<file path="src/rtl/cst_pkg.sv">
`timescale 1ns / 1ps
`default_nettype none
// ----------------------------------------------------------------------------
// Counting semaphore table package
// Shared beat types, operation and status codes, and the sequencer states.
// ----------------------------------------------------------------------------
package cst_pkg;

  // Requested operation.
  typedef enum logic [1:0] {
    ACT_OPEN  = 2'd0,
    ACT_WAIT  = 2'd1,
    ACT_POST  = 2'd2,
    ACT_CLOSE = 2'd3
  } action_t;

  // Result status.
  typedef enum logic [1:0] {
    STAT_OK       = 2'd0,
    STAT_BLOCKED  = 2'd1,
    STAT_FULL     = 2'd2,
    STAT_NOT_OPEN = 2'd3
  } status_t;

  // One request beat.
  typedef struct packed {
    action_t     action;
    logic [3:0]  sem_id;
    logic [5:0]  thread_id;
    logic [15:0] initial_count;
  } cst_in_t;

  // One result beat.
  typedef struct packed {
    status_t    status;
    logic [3:0] slot_out;
    logic       woke_valid;
    logic [5:0] woken_thread;
  } cst_out_t;

  // Sequencer states.
  typedef enum logic [1:0] {
    ST_IDLE,
    ST_LINK,
    ST_WB
  } cst_state_t;

endpackage : cst_pkg
`default_nettype wire

</file>
<file path="src/rtl/counting_semaphore_table.sv">
`timescale 1ns / 1ps
`default_nettype none
// ----------------------------------------------------------------------------
// Counting semaphore table
// Table of counting semaphores with FIFO wait queues linked per thread.
// ----------------------------------------------------------------------------
// Usage:
//   A request beat (open, wait, post or close) is taken on a rising edge
//   where start is high and busy is low. busy stays high while the request
//   is in flight. The result beat is driven on out_rsp for one cycle,
//   flagged by out_valid, and is registered as the write-back state ends.
//   The receiver cannot stall; the result is simply presented once.
//   A new request is not taken while one is in flight: the slot entry is
//   read from the slot RAM at acceptance, the head waiter's link is read
//   from the link RAM in the link state, and both are computed and written
//   back in the write-back state. The result cycle overlaps the acceptance
//   of the next request.
//   Reset (synchronous, active low) frees every slot and returns to idle.
//   The RAMs are not cleared; a slot entry is only trusted after an open
//   wrote it, and the link entries only while the queue length covers them.
// ----------------------------------------------------------------------------
module counting_semaphore_table
  import cst_pkg::*;
#(
  parameter int SEM_SLOTS  = 16,
  parameter int THREADS    = 64,
  parameter int COUNT_BITS = 16
) (
  input  wire logic     clk,
  input  wire logic     rst_n,
  input  wire logic     start,
  output logic          busy,
  input  wire cst_in_t  in_req,
  output logic          out_valid,
  output cst_out_t      out_rsp
);

  localparam int SLOT_W = (SEM_SLOTS > 1) ? $clog2(SEM_SLOTS) : 1;
  localparam int TID_W  = (THREADS > 1) ? $clog2(THREADS) : 1;
  localparam int LEN_W  = $clog2(THREADS + 1);

  // Per-slot entry kept in the slot RAM.
  typedef struct packed {
    logic [COUNT_BITS-1:0] count;
    logic [TID_W-1:0]      head;
    logic [TID_W-1:0]      tail;
    logic [LEN_W-1:0]      len;
  } slot_ent_t;

  // Reduce a 6-bit thread id modulo THREADS by restoring subtraction.
  function automatic logic [TID_W-1:0] tid_mod(input logic [5:0] v);
    int r;
    r = int'(v);
    for (int k = 5; k >= 0; k--) begin
      if (r >= (THREADS << k)) begin
        r = r - (THREADS << k);
      end
    end
    return TID_W'(r);
  endfunction

  cst_state_t state_r, state_nxt;

  logic                  accept;
  logic                  link_re;
  logic                  wb;

  cst_in_t               req_r;
  logic [TID_W-1:0]      tid_r;
  logic [SEM_SLOTS-1:0]  slot_used_r, slot_used_nxt;
  logic                  free_found_r, free_found;
  logic [SLOT_W-1:0]     free_idx_r, free_idx;

  slot_ent_t             slot_mem [SEM_SLOTS];
  slot_ent_t             slot_rd_r;
  logic                  slot_we;
  logic [SLOT_W-1:0]     slot_waddr;
  slot_ent_t             slot_wdata;

  logic [TID_W-1:0]      link_mem [THREADS];
  logic [TID_W-1:0]      link_rd_r;
  logic                  link_we;

  logic [SLOT_W-1:0]     sid_idx;
  logic                  sid_ok;
  cst_out_t              rsp_nxt;
  cst_out_t              out_rsp_r;
  logic                  out_valid_r;

  // Sequencer next state.
  always_comb begin
    state_nxt = state_r;
    case (state_r)
      ST_IDLE: begin
        if (start) begin
          state_nxt = ST_LINK;
        end
      end
      ST_LINK: state_nxt = ST_WB;
      ST_WB:   state_nxt = ST_IDLE;
      default: state_nxt = ST_IDLE;
    endcase
  end

  // Sequencer outputs.
  always_comb begin
    busy    = 1'b1;
    link_re = 1'b0;
    wb      = 1'b0;
    case (state_r)
      ST_IDLE: busy    = 1'b0;
      ST_LINK: link_re = 1'b1;
      ST_WB:   wb      = 1'b1;
      default: busy    = 1'b1;
    endcase
  end

  assign accept = start && !busy;

  always_ff @(posedge clk) begin
    if (!rst_n) begin
      state_r <= ST_IDLE;
    end else begin
      state_r <= state_nxt;
    end
  end

  // Capture the request beat.
  always_ff @(posedge clk) begin
    if (accept) begin
      req_r <= in_req;
      tid_r <= tid_mod(in_req.thread_id);
    end
  end

  // Slot RAM: read at acceptance, written back in the last cycle.
  always_ff @(posedge clk) begin
    if (accept) begin
      slot_rd_r <= slot_mem[SLOT_W'(in_req.sem_id)];
    end
  end

  always_ff @(posedge clk) begin
    if (slot_we) begin
      slot_mem[slot_waddr] <= slot_wdata;
    end
  end

  // Link RAM: the head waiter's successor is read once the slot entry is in.
  always_ff @(posedge clk) begin
    if (link_re) begin
      link_rd_r <= link_mem[slot_rd_r.head];
    end
  end

  always_ff @(posedge clk) begin
    if (link_we) begin
      link_mem[slot_rd_r.tail] <= tid_r;
    end
  end

  // Lowest free slot, registered during the link read cycle.
  always_comb begin
    free_found = 1'b0;
    free_idx   = '0;
    for (int i = SEM_SLOTS - 1; i >= 0; i--) begin
      if (!slot_used_r[i]) begin
        free_found = 1'b1;
        free_idx   = SLOT_W'(i);
      end
    end
  end

  always_ff @(posedge clk) begin
    if (link_re) begin
      free_found_r <= free_found;
      free_idx_r   <= free_idx;
    end
  end

  assign sid_idx = SLOT_W'(req_r.sem_id);
  assign sid_ok  = (int'(req_r.sem_id) < SEM_SLOTS) && slot_used_r[sid_idx];

  // Read-modify-write of the slot entry and the result.
  always_comb begin
    slot_used_nxt = slot_used_r;
    slot_we       = 1'b0;
    slot_waddr    = sid_idx;
    slot_wdata    = slot_rd_r;
    link_we       = 1'b0;
    rsp_nxt       = '0;
    rsp_nxt.status = STAT_OK;
    if (wb) begin
      if (req_r.action == ACT_OPEN) begin
        if (free_found_r) begin
          slot_used_nxt[free_idx_r] = 1'b1;
          slot_we          = 1'b1;
          slot_waddr       = free_idx_r;
          slot_wdata.count = COUNT_BITS'(req_r.initial_count);
          slot_wdata.len   = '0;
          rsp_nxt.slot_out = 4'(free_idx_r);
        end else begin
          rsp_nxt.status = STAT_FULL;
        end
      end else if (!sid_ok) begin
        rsp_nxt.status = STAT_NOT_OPEN;
      end else begin
        case (req_r.action)
          ACT_WAIT: begin
            if (slot_rd_r.count != '0) begin
              slot_we          = 1'b1;
              slot_wdata.count = slot_rd_r.count - COUNT_BITS'(1);
            end else begin
              rsp_nxt.status = STAT_BLOCKED;
              if (slot_rd_r.len < LEN_W'(THREADS)) begin
                slot_we = 1'b1;
                if (slot_rd_r.len == '0) begin
                  slot_wdata.head = tid_r;
                end else begin
                  link_we = 1'b1;
                end
                slot_wdata.tail = tid_r;
                slot_wdata.len  = slot_rd_r.len + LEN_W'(1);
              end
            end
          end
          ACT_POST: begin
            slot_we = 1'b1;
            if (slot_rd_r.len == '0) begin
              if (!(&slot_rd_r.count)) begin
                slot_wdata.count = slot_rd_r.count + COUNT_BITS'(1);
              end
            end else begin
              rsp_nxt.woke_valid   = 1'b1;
              rsp_nxt.woken_thread = 6'(slot_rd_r.head);
              slot_wdata.len       = slot_rd_r.len - LEN_W'(1);
              if (slot_rd_r.len != LEN_W'(1)) begin
                slot_wdata.head = link_rd_r;
              end
            end
          end
          ACT_CLOSE: begin
            slot_used_nxt[sid_idx] = 1'b0;
          end
          default: begin
            rsp_nxt.status = STAT_OK;
          end
        endcase
      end
    end
  end

  always_ff @(posedge clk) begin
    if (!rst_n) begin
      slot_used_r <= '0;
      out_valid_r <= 1'b0;
    end else begin
      slot_used_r <= slot_used_nxt;
      out_valid_r <= wb;
    end
  end

  // Result register.
  always_ff @(posedge clk) begin
    if (wb) begin
      out_rsp_r <= rsp_nxt;
    end
  end

  assign out_valid = out_valid_r;
  assign out_rsp   = out_rsp_r;

endmodule : counting_semaphore_table
`default_nettype wire

</file>
<file path="config.mk">
export PLATFORM = sky130hd
export DESIGN_NAME = counting_semaphore_table
export DESIGN_NICKNAME = d
export VERILOG_FILES = /design/src/rtl/cst_pkg.sv /design/src/rtl/counting_semaphore_table.sv
export SDC_FILE = /design/constraint.sdc
export NUM_CORES = 1
export LEC_CHECK = 0
export BUFFER_PORTS_ARGS = -buffer_cell sky130_fd_sc_hd__buf_2
export CORE_AREA = 2 2 308 249
export CTS_BUF_LIST = sky130_fd_sc_hd__clkbuf_8
export DETAILED_ROUTE_END_ITERATION = 16
export DIE_AREA = 0 0 310 251
export PLACE_DENSITY = 0.72
export SLEW_MARGIN = 0
export SYNTH_ARGS = -nofsm -noshare
export SYNTH_HDL_FRONTEND = slang
export SYNTH_SLANG_ARGS = --single-unit
</file>
<file path="constraint.sdc">
create_clock -name clk -period 8.5 [get_ports clk]
set_clock_uncertainty 0.05 [all_clocks]
set_input_delay 0 -clock clk [delete_from_list [all_inputs] [get_ports clk]]
set_output_delay 0 -clock clk [all_outputs]
set_load 0.005 [all_outputs]
</file>
# Word-level counts from Yosys, hierarchy flattened
# Memories as Yosys holds them, arrays and structs flattened. A register that Yosys moved wholly into a read port is not among the register bits.
# Index checks and enable logic that the tools add are counted.
# totals
reg_bits,65
mem_bits_rw,944
input_bits,31
out_inout_bits,15
elab_cells,135
n_memories,2
# mem_list
memory,depth,word_bits,rd,rd_clocked_by_memory_dff,write_ports,line_no,rtl
slot_mem,16,35,1,1,1,counting_semaphore_table.sv:74,slot_ent_t slot_mem [SEM_SLOTS];
link_mem,64,6,1,1,1,counting_semaphore_table.sv:80,logic [TID_W-1:0] link_mem [THREADS];
# op_classes
addsub,4
n_lt_le_gt_ge,5
eq_ne,8
n_mux,77
n_bitwise,5
n_reduce_logical,18
# op_table
cell,count
2-to-1 mux 16 bit,9
2-to-1 mux 35 bit,2
2-to-1 mux 4 bit,11
one-hot mux 22 bit (2 select lines),1
2-to-1 mux 19 bit,2
2-to-1 mux 7 bit,4
2-to-1 mux 1 bit,27
2-to-1 mux 6 bit,4
adder 16 x 1 -> 16 bit (second input constant),1
bitwise AND 16 bit,1
NOT 16 bit,1
bitwise OR 16 bit,1
AND reduction 16 bit,1
nonzero test 16 bit,1
subtractor 16 x 1 -> 16 bit (second input constant),1
AND reduction 15 bit,1
one-hot mux 7 bit (2 select lines),1
2-to-1 mux 12 bit,1
2-to-1 mux 2 bit,6
2-to-1 mux 3 bit,4
less-than comparator 4 x 5 -> 1 bit (second input constant),2
demux 1 bit (select 4 bit),2
greater-or-equal comparator 4 x 1 -> 1 bit (second input constant),2
AND reduction 4 bit,2
19 further kinds,29

# Depth between registers and ports, before layout
# depth
ltp_word,15
ltp_mapped,10
mapped_depth_nobuf,8

# Worst setup path after synthesis
# No wires, ideal clock.
# synth_timing
path_kind,register -> register
from,register state_r[0]
to,"memory slot_mem[1][0] (netlist bit), enable pin"
setup_time_ns,0.427
arrival_time_ns,3.439
required_time_ns,8.023
slack_ns,4.584
path_stages_with_launch,10
n_path_buf,2
synth_period_minus_slack_ns,3.916
path_cell_list,dfxtp_1 nand2b_1 clkbuf_1 clkinv_1 o21ai_0 nor2_1 clkbuf_1 nor3_1 a21oi_1 nor2_1
# synth_via
elab_chain_cells,5
word_cells_on_any_way,6
cone_classes,eq/ne (1); mux (5)
# synth_rtl
element,line_no,rtl
"start, declared",counting_semaphore_table.sv:62,"cst_state_t state_r, state_nxt;"
"start signal, assigned",counting_semaphore_table.sv:124,state_r <= state_nxt;
equality test 2 bit (*),counting_semaphore_table.sv:110,case (state_r)
2-to-1 mux 1 bit (*),counting_semaphore_table.sv:110,
net wb,counting_semaphore_table.sv:66,logic wb;
2-to-1 mux 1 bit,counting_semaphore_table.sv:193,if (wb) begin
2-to-1 mux 1 bit,counting_semaphore_table.sv:144,if (slot_we) begin
2-to-1 mux 1 bit (implied by the code),counting_semaphore_table.sv:145,slot_mem[slot_waddr] <= slot_wdata;
"end, declared",counting_semaphore_table.sv:74,
# Mark *: on every way through the listed nets, which the timed path passes. The rest lies on a longest branch.

# Final worst setup path
# layout_timing
from,"register, netlist name slot_rd_r[19]"
to,"memory link_mem[28][0] (netlist bit), enable pin"
# layout_via
elab_chain_cells,8
# layout_rtl
element,line_no,rtl
nonzero test 16 bit,counting_semaphore_table.sv:210,if (slot_rd_r.count != '0) begin
2-to-1 mux 1 bit,counting_semaphore_table.sv:210,
2-to-1 mux 1 bit,counting_semaphore_table.sv:208,case (req_r.action)
2-to-1 mux 1 bit,counting_semaphore_table.sv:205,end else if (!sid_ok) begin
2-to-1 mux 1 bit,counting_semaphore_table.sv:194,if (req_r.action == ACT_OPEN) begin
2-to-1 mux 1 bit,counting_semaphore_table.sv:193,
2-to-1 mux 1 bit,counting_semaphore_table.sv:157,if (link_we) begin
2-to-1 mux 1 bit (implied by the code),counting_semaphore_table.sv:158,link_mem[slot_rd_r.tail] <= tid_r;
"end, declared",counting_semaphore_table.sv:80,
# Every way passes these cells.

==> impl_summary.txt <==
----------------------------------------------------
[Run status]
  Outcome ... complete, no violations

[Worst setup path]
  Type of destination of the critical path ... flop
  Length in cells of the worst reg-to-reg path ... 9
  Data required time of the critical path ... 8.88 ns
  R2r endpoint ... link_mem[28][0]
  Ordered list of cells on the worst path ... inv_1, ha_1, or3b_2, nor4_4, nand2_1, a2111oi_4, buf_4, nand4_1, nor2_1
  Cell family with most CP delay ... simple AND/OR/NAND/NOR gates
  R2R Path Start ... slot_rd_r[19]
  Worst reg-to-reg setup slack ... 3.95 ns
  Type of the setup path with the least slack ... reg -> reg
  Worst-path fanout max ... 14
  Critical path startpoint category ... flop
  Highest cell delay on the worst timing path ... 0.73 ns
  Combined buffer and inverter count along the critical path ... 2
  Slowest cell on the critical path ... sky130_fd_sc_hd__nand4_1
  Endpoint arrival time on the critical path ... 4.93 ns

[Clocking]
  TritonCTS Buffers ... 156
  CTS tree ... done
  # clock sinks ... 1050
  H-tree depth ... 4
  Root Buffer ... sky130_fd_sc_hd__clkbuf_8
  Clock insertion delay at the later pin of the skew report ... 0.82 ns
  Clk slew on worst S/H paths ... 0.06 ns
  Max clock buf depth ... 3
  Post-CTS Setup Repair Bufs ... 0

[Synth]
  Proportion of synthesized area in mux cells ... 16.2%
  Area fraction in and, or, nand and nor cells after synthesis ... 4.28%
  Instance count of the mapped netlist ... 2070
  Number of unique standard cell types used by synthesis ... 72
  Share of the synthesized area in compound gates (AO/OA/AOI/OAI) ... 3.47%
  Post-Synth XOR/XNOR Area ... 0.0831%
  Proportion of synthesized chip area in sequential cells ... 74.3%
  Largest area contributor in the synthesized netlist ... sky130_fd_sc_hd__edfxtp_1
  Number of enable flip-flop cells after synthesis ... 1031
  Cell types with the largest area share after synthesis ... sky130_fd_sc_hd__edfxtp_1 73%, sky130_fd_sc_hd__mux4_2 16%, sky130_fd_sc_hd__nor2_1 1.1%, sky130_fd_sc_hd__dfxtp_1 0.90%, sky130_fd_sc_hd__clkbuf_1 0.70%
  Async set-or-reset flop fraction in the synthesized netlist ... 0%
  Most numerous cell types in the synthesized netlist ... 1031 x sky130_fd_sc_hd__edfxtp_1, 295 x sky130_fd_sc_hd__mux4_2, 122 x sky130_fd_sc_hd__nor2_1
  Adder-Cell Fraction of Synth Area ... 0.297%
  Top-area cell type share of the netlist area ... 73.4%
  Count leader, synth ... sky130_fd_sc_hd__edfxtp_1
  Synth Warn # ... 0
  Mean area per synthesized cell ... 20.4 um^2
  Number of nets produced by synthesis ... 2111
  Dominant combinational cell family by area after synthesis ... multiplexers
  FF+latch count, synth ... 1050
  Ys flop type ... sky130_fd_sc_hd__edfxtp_1
  Post-Synthesis Cell Area ... 0.0422 mm^2

[Layout]
  NumNets Final ... 2292
  Synthesis-to-finish area growth ... 11.6%
  Ratio of cells with drive above 1 in the final layout ... 26.2%
  Final core utilization ... 62.9%
  Number of fillers in the final layout ... 5085

[Global routing]
  Number of antenna violations at the first check in global routing ... 2
  Remaining global-route overflow ... 0
  Maximum number of pins on one net before global-route repair ... 80
  Wire length of the first global-routing pass ... 147 mm
  All-Layer GR Usage ... 26.2%
  Vias in the first global route ... 21900

[Power and ir drop]
  Leakage dissipation ... 14.8 nW
  Power density normalized to cell area ... 218 mW/mm^2
  VDD IR max ... 0.160 mV

[Die]
  Core box area ... 0.0748 mm^2
  Area of the die ... 0.0778 mm^2
  IO Count ... 46
  Height of the die ... 251 um
  Die Wd ... 310 um
  Starting utilization of the core area ... 56.4%
  Row count ... 90

[Routing]
  DR WL/cell ... 29.3 um
  Count of antenna-violating nets left after detailed routing ... 0
  Routed wire length ... 99.1 mm
  Via count normalized by instance count ... 6.54
  Residual DRC ... 0
  Drt initial violations ... 3181
  Total vias in the final route ... 22100
  Router iterations before antenna repair ... 6

[STA]
  Transition at the pin with the smallest max-transition slack ... 1.32 ns
  TNS Setup ... 0 ns
  Setup repair after global routing missed its margin ... false
  Share of the clock period used by the worst path after layout ... 53.5%
  Final number of setup-violating endpoints ... 0
  Max Freq ... 0.220 GHz
  Final Hold Violating Endpoints ... 0
  Fin. max-slew vios ... 0
  Slew Limit Headroom ... 11.7%
  Clock period minus worst slack ... 4.55 ns

[Placement]
  Total half-perimeter wirelength after legalization and detailed placement ... 56.5 mm
  Count of buffers inserted at the top-level ports ... 45
  RePlAce Congestion ... 0.950

[Job]
  Maximum Capacitance Violations ... 0

[Min path]
  Class of the worst hold path ... in -> reg
  Hold path startpoint ... start
  End point of the most critical hold path ... slot_rd_r[32]
  Worst Hold Depth ... 4

----------------------------------------------------
## cell families (layout without fill, tap and decap cells)
kind of cell | Yosys count | count (layout)
xor+xnor | 4 | 4
fa+ha+maj | 10 | 10
other cells | 0 | 2
simple gates | 346 | 346
buf+inv | 143 | 440
compound gates | 205 | 205
mux | 312 | 312
flops | 1050 | 1050
## cell type report
class                      count  area [um^2]  share of cell area, %
sequential                  1050        31300                   66.6
multi-input combinational    877        10400                   22.1
clock buffer                 161         2220                   4.71
tap                         1012         1270                   2.69
timing repair buffer         145         1120                   2.39
clock inverter               113          618                   1.31
inverter                      21         78.8                  0.168
antenna                        2         5.00                 0.0106
## timing repair
action                    4_1_cts  5_1_grt
resized for setup               0        0
hold buffers                   53        0
hold endpoints to repair       62        0
## power breakdown
part | internal (mW) | switching (mW)
combinational | 0.256 | 0.399
clock | 1.88 | 1.90
sequential | 5.78 | 0.0547
total | 7.92 | 2.36
## flip-flops by register name, indices dropped and copies added (netlist names)
register and cells:
out_valid 1, sid_idx 4, req_r 18, tid_r 6, state_r 2, slot_used_r 16, free_idx_r 4, out_rsp 13
link_mem 384, free_found_r 1, link_rd_r 6, slot_mem 560, slot_rd_r 35
## how the worst max path moves through the flow
stage / slack (ns) / to / start / depth (start not counted)
6_report: 3.95 / link_mem[28][0] / slot_rd_r[19] / 9
5_1_grt: 3.75 / link_mem[4][4] / slot_rd_r[19] / 9
4_1_cts: 3.97 / link_mem[28][5] / slot_rd_r[19] / 9
3_5_place_dp: 4.02 / link_mem[60][3] / slot_rd_r[19] / 9
3_3_place_gp: 4.25 / link_mem[60][0] / slot_rd_r[19] / 9
2_1_floorplan: 4.58 / slot_mem[1][0] / state_r[0] / 9
## routing by layer
metal	vias to the layer above	share of wire [%]	GRT usage, %	wire [um]
met5	-	0	0	0
met1	11400	41	41.5	40900
met3	185	13	6.96	12500
met2	1400	44	36.4	43600
li1	9074	-	-	-
met4	0	2.1	7.45	2090
## layout by cell type, fill, tap and decap left out, types with 14 or more instances in the layout
cell	netlist	routed
sky130_fd_sc_hd__a21oi_1	34	34
sky130_fd_sc_hd__edfxtp_1	1031	1031
sky130_fd_sc_hd__nor2_4	0	17
sky130_fd_sc_hd__dfxtp_1	19	19
sky130_fd_sc_hd__buf_4	0	47
sky130_fd_sc_hd__inv_1	19	72
sky130_fd_sc_hd__nor3_1	28	28
sky130_fd_sc_hd__nor2_1	122	105
sky130_fd_sc_hd__buf_2	10	43
sky130_fd_sc_hd__nand3_1	21	21
sky130_fd_sc_hd__a22oi_1	38	38
sky130_fd_sc_hd__clkbuf_8	0	161
sky130_fd_sc_hd__mux4_2	295	295
sky130_fd_sc_hd__dlygate4sd3_1	0	53
sky130_fd_sc_hd__nand4_1	15	15
sky130_fd_sc_hd__nor2b_1	14	14
sky130_fd_sc_hd__clkinv_1	2	36
sky130_fd_sc_hd__nand2_1	61	61
sky130_fd_sc_hd__a31oi_1	15	15
sky130_fd_sc_hd__o21ai_0	30	30
## metrics by stage
| stage | power (mW) | area (um^2) | instances | hold slack, ns | worst slack [ns] |
|---|---|---|---|---|---|
| after global placement | 6.55 | 43700 | 3052 | 0.128 | 4.25 |
| after global routing | 10.6 | 47000 | 3381 | 0.113 | 3.75 |
| final | 10.3 | 47000 | 3381 | 0.0830 | 3.95 |
| after CTS | 10.3 | 47000 | 3379 | 0.0372 | 3.97 |
| after detailed placement | 6.57 | 43700 | 3052 | 0.128 | 4.02 |
| after floorplan | 6.34 | 42200 | 2070 | 0.0489 | 4.58 |
## worst reg2reg max path, stage by stage, from the launching register on
cell and delay [ns]:
sky130_fd_sc_hd__edfxtp_1 0.46, sky130_fd_sc_hd__inv_1 0.14, sky130_fd_sc_hd__ha_1 0.18, sky130_fd_sc_hd__or3b_2 0.52, sky130_fd_sc_hd__nor4_4 0.39, sky130_fd_sc_hd__nand2_1 0.28, sky130_fd_sc_hd__a2111oi_4 0.34, sky130_fd_sc_hd__buf_4 0.35
sky130_fd_sc_hd__nand4_1 0.76, sky130_fd_sc_hd__nor2_1 0.70
(Power assumes the default switching activity.)
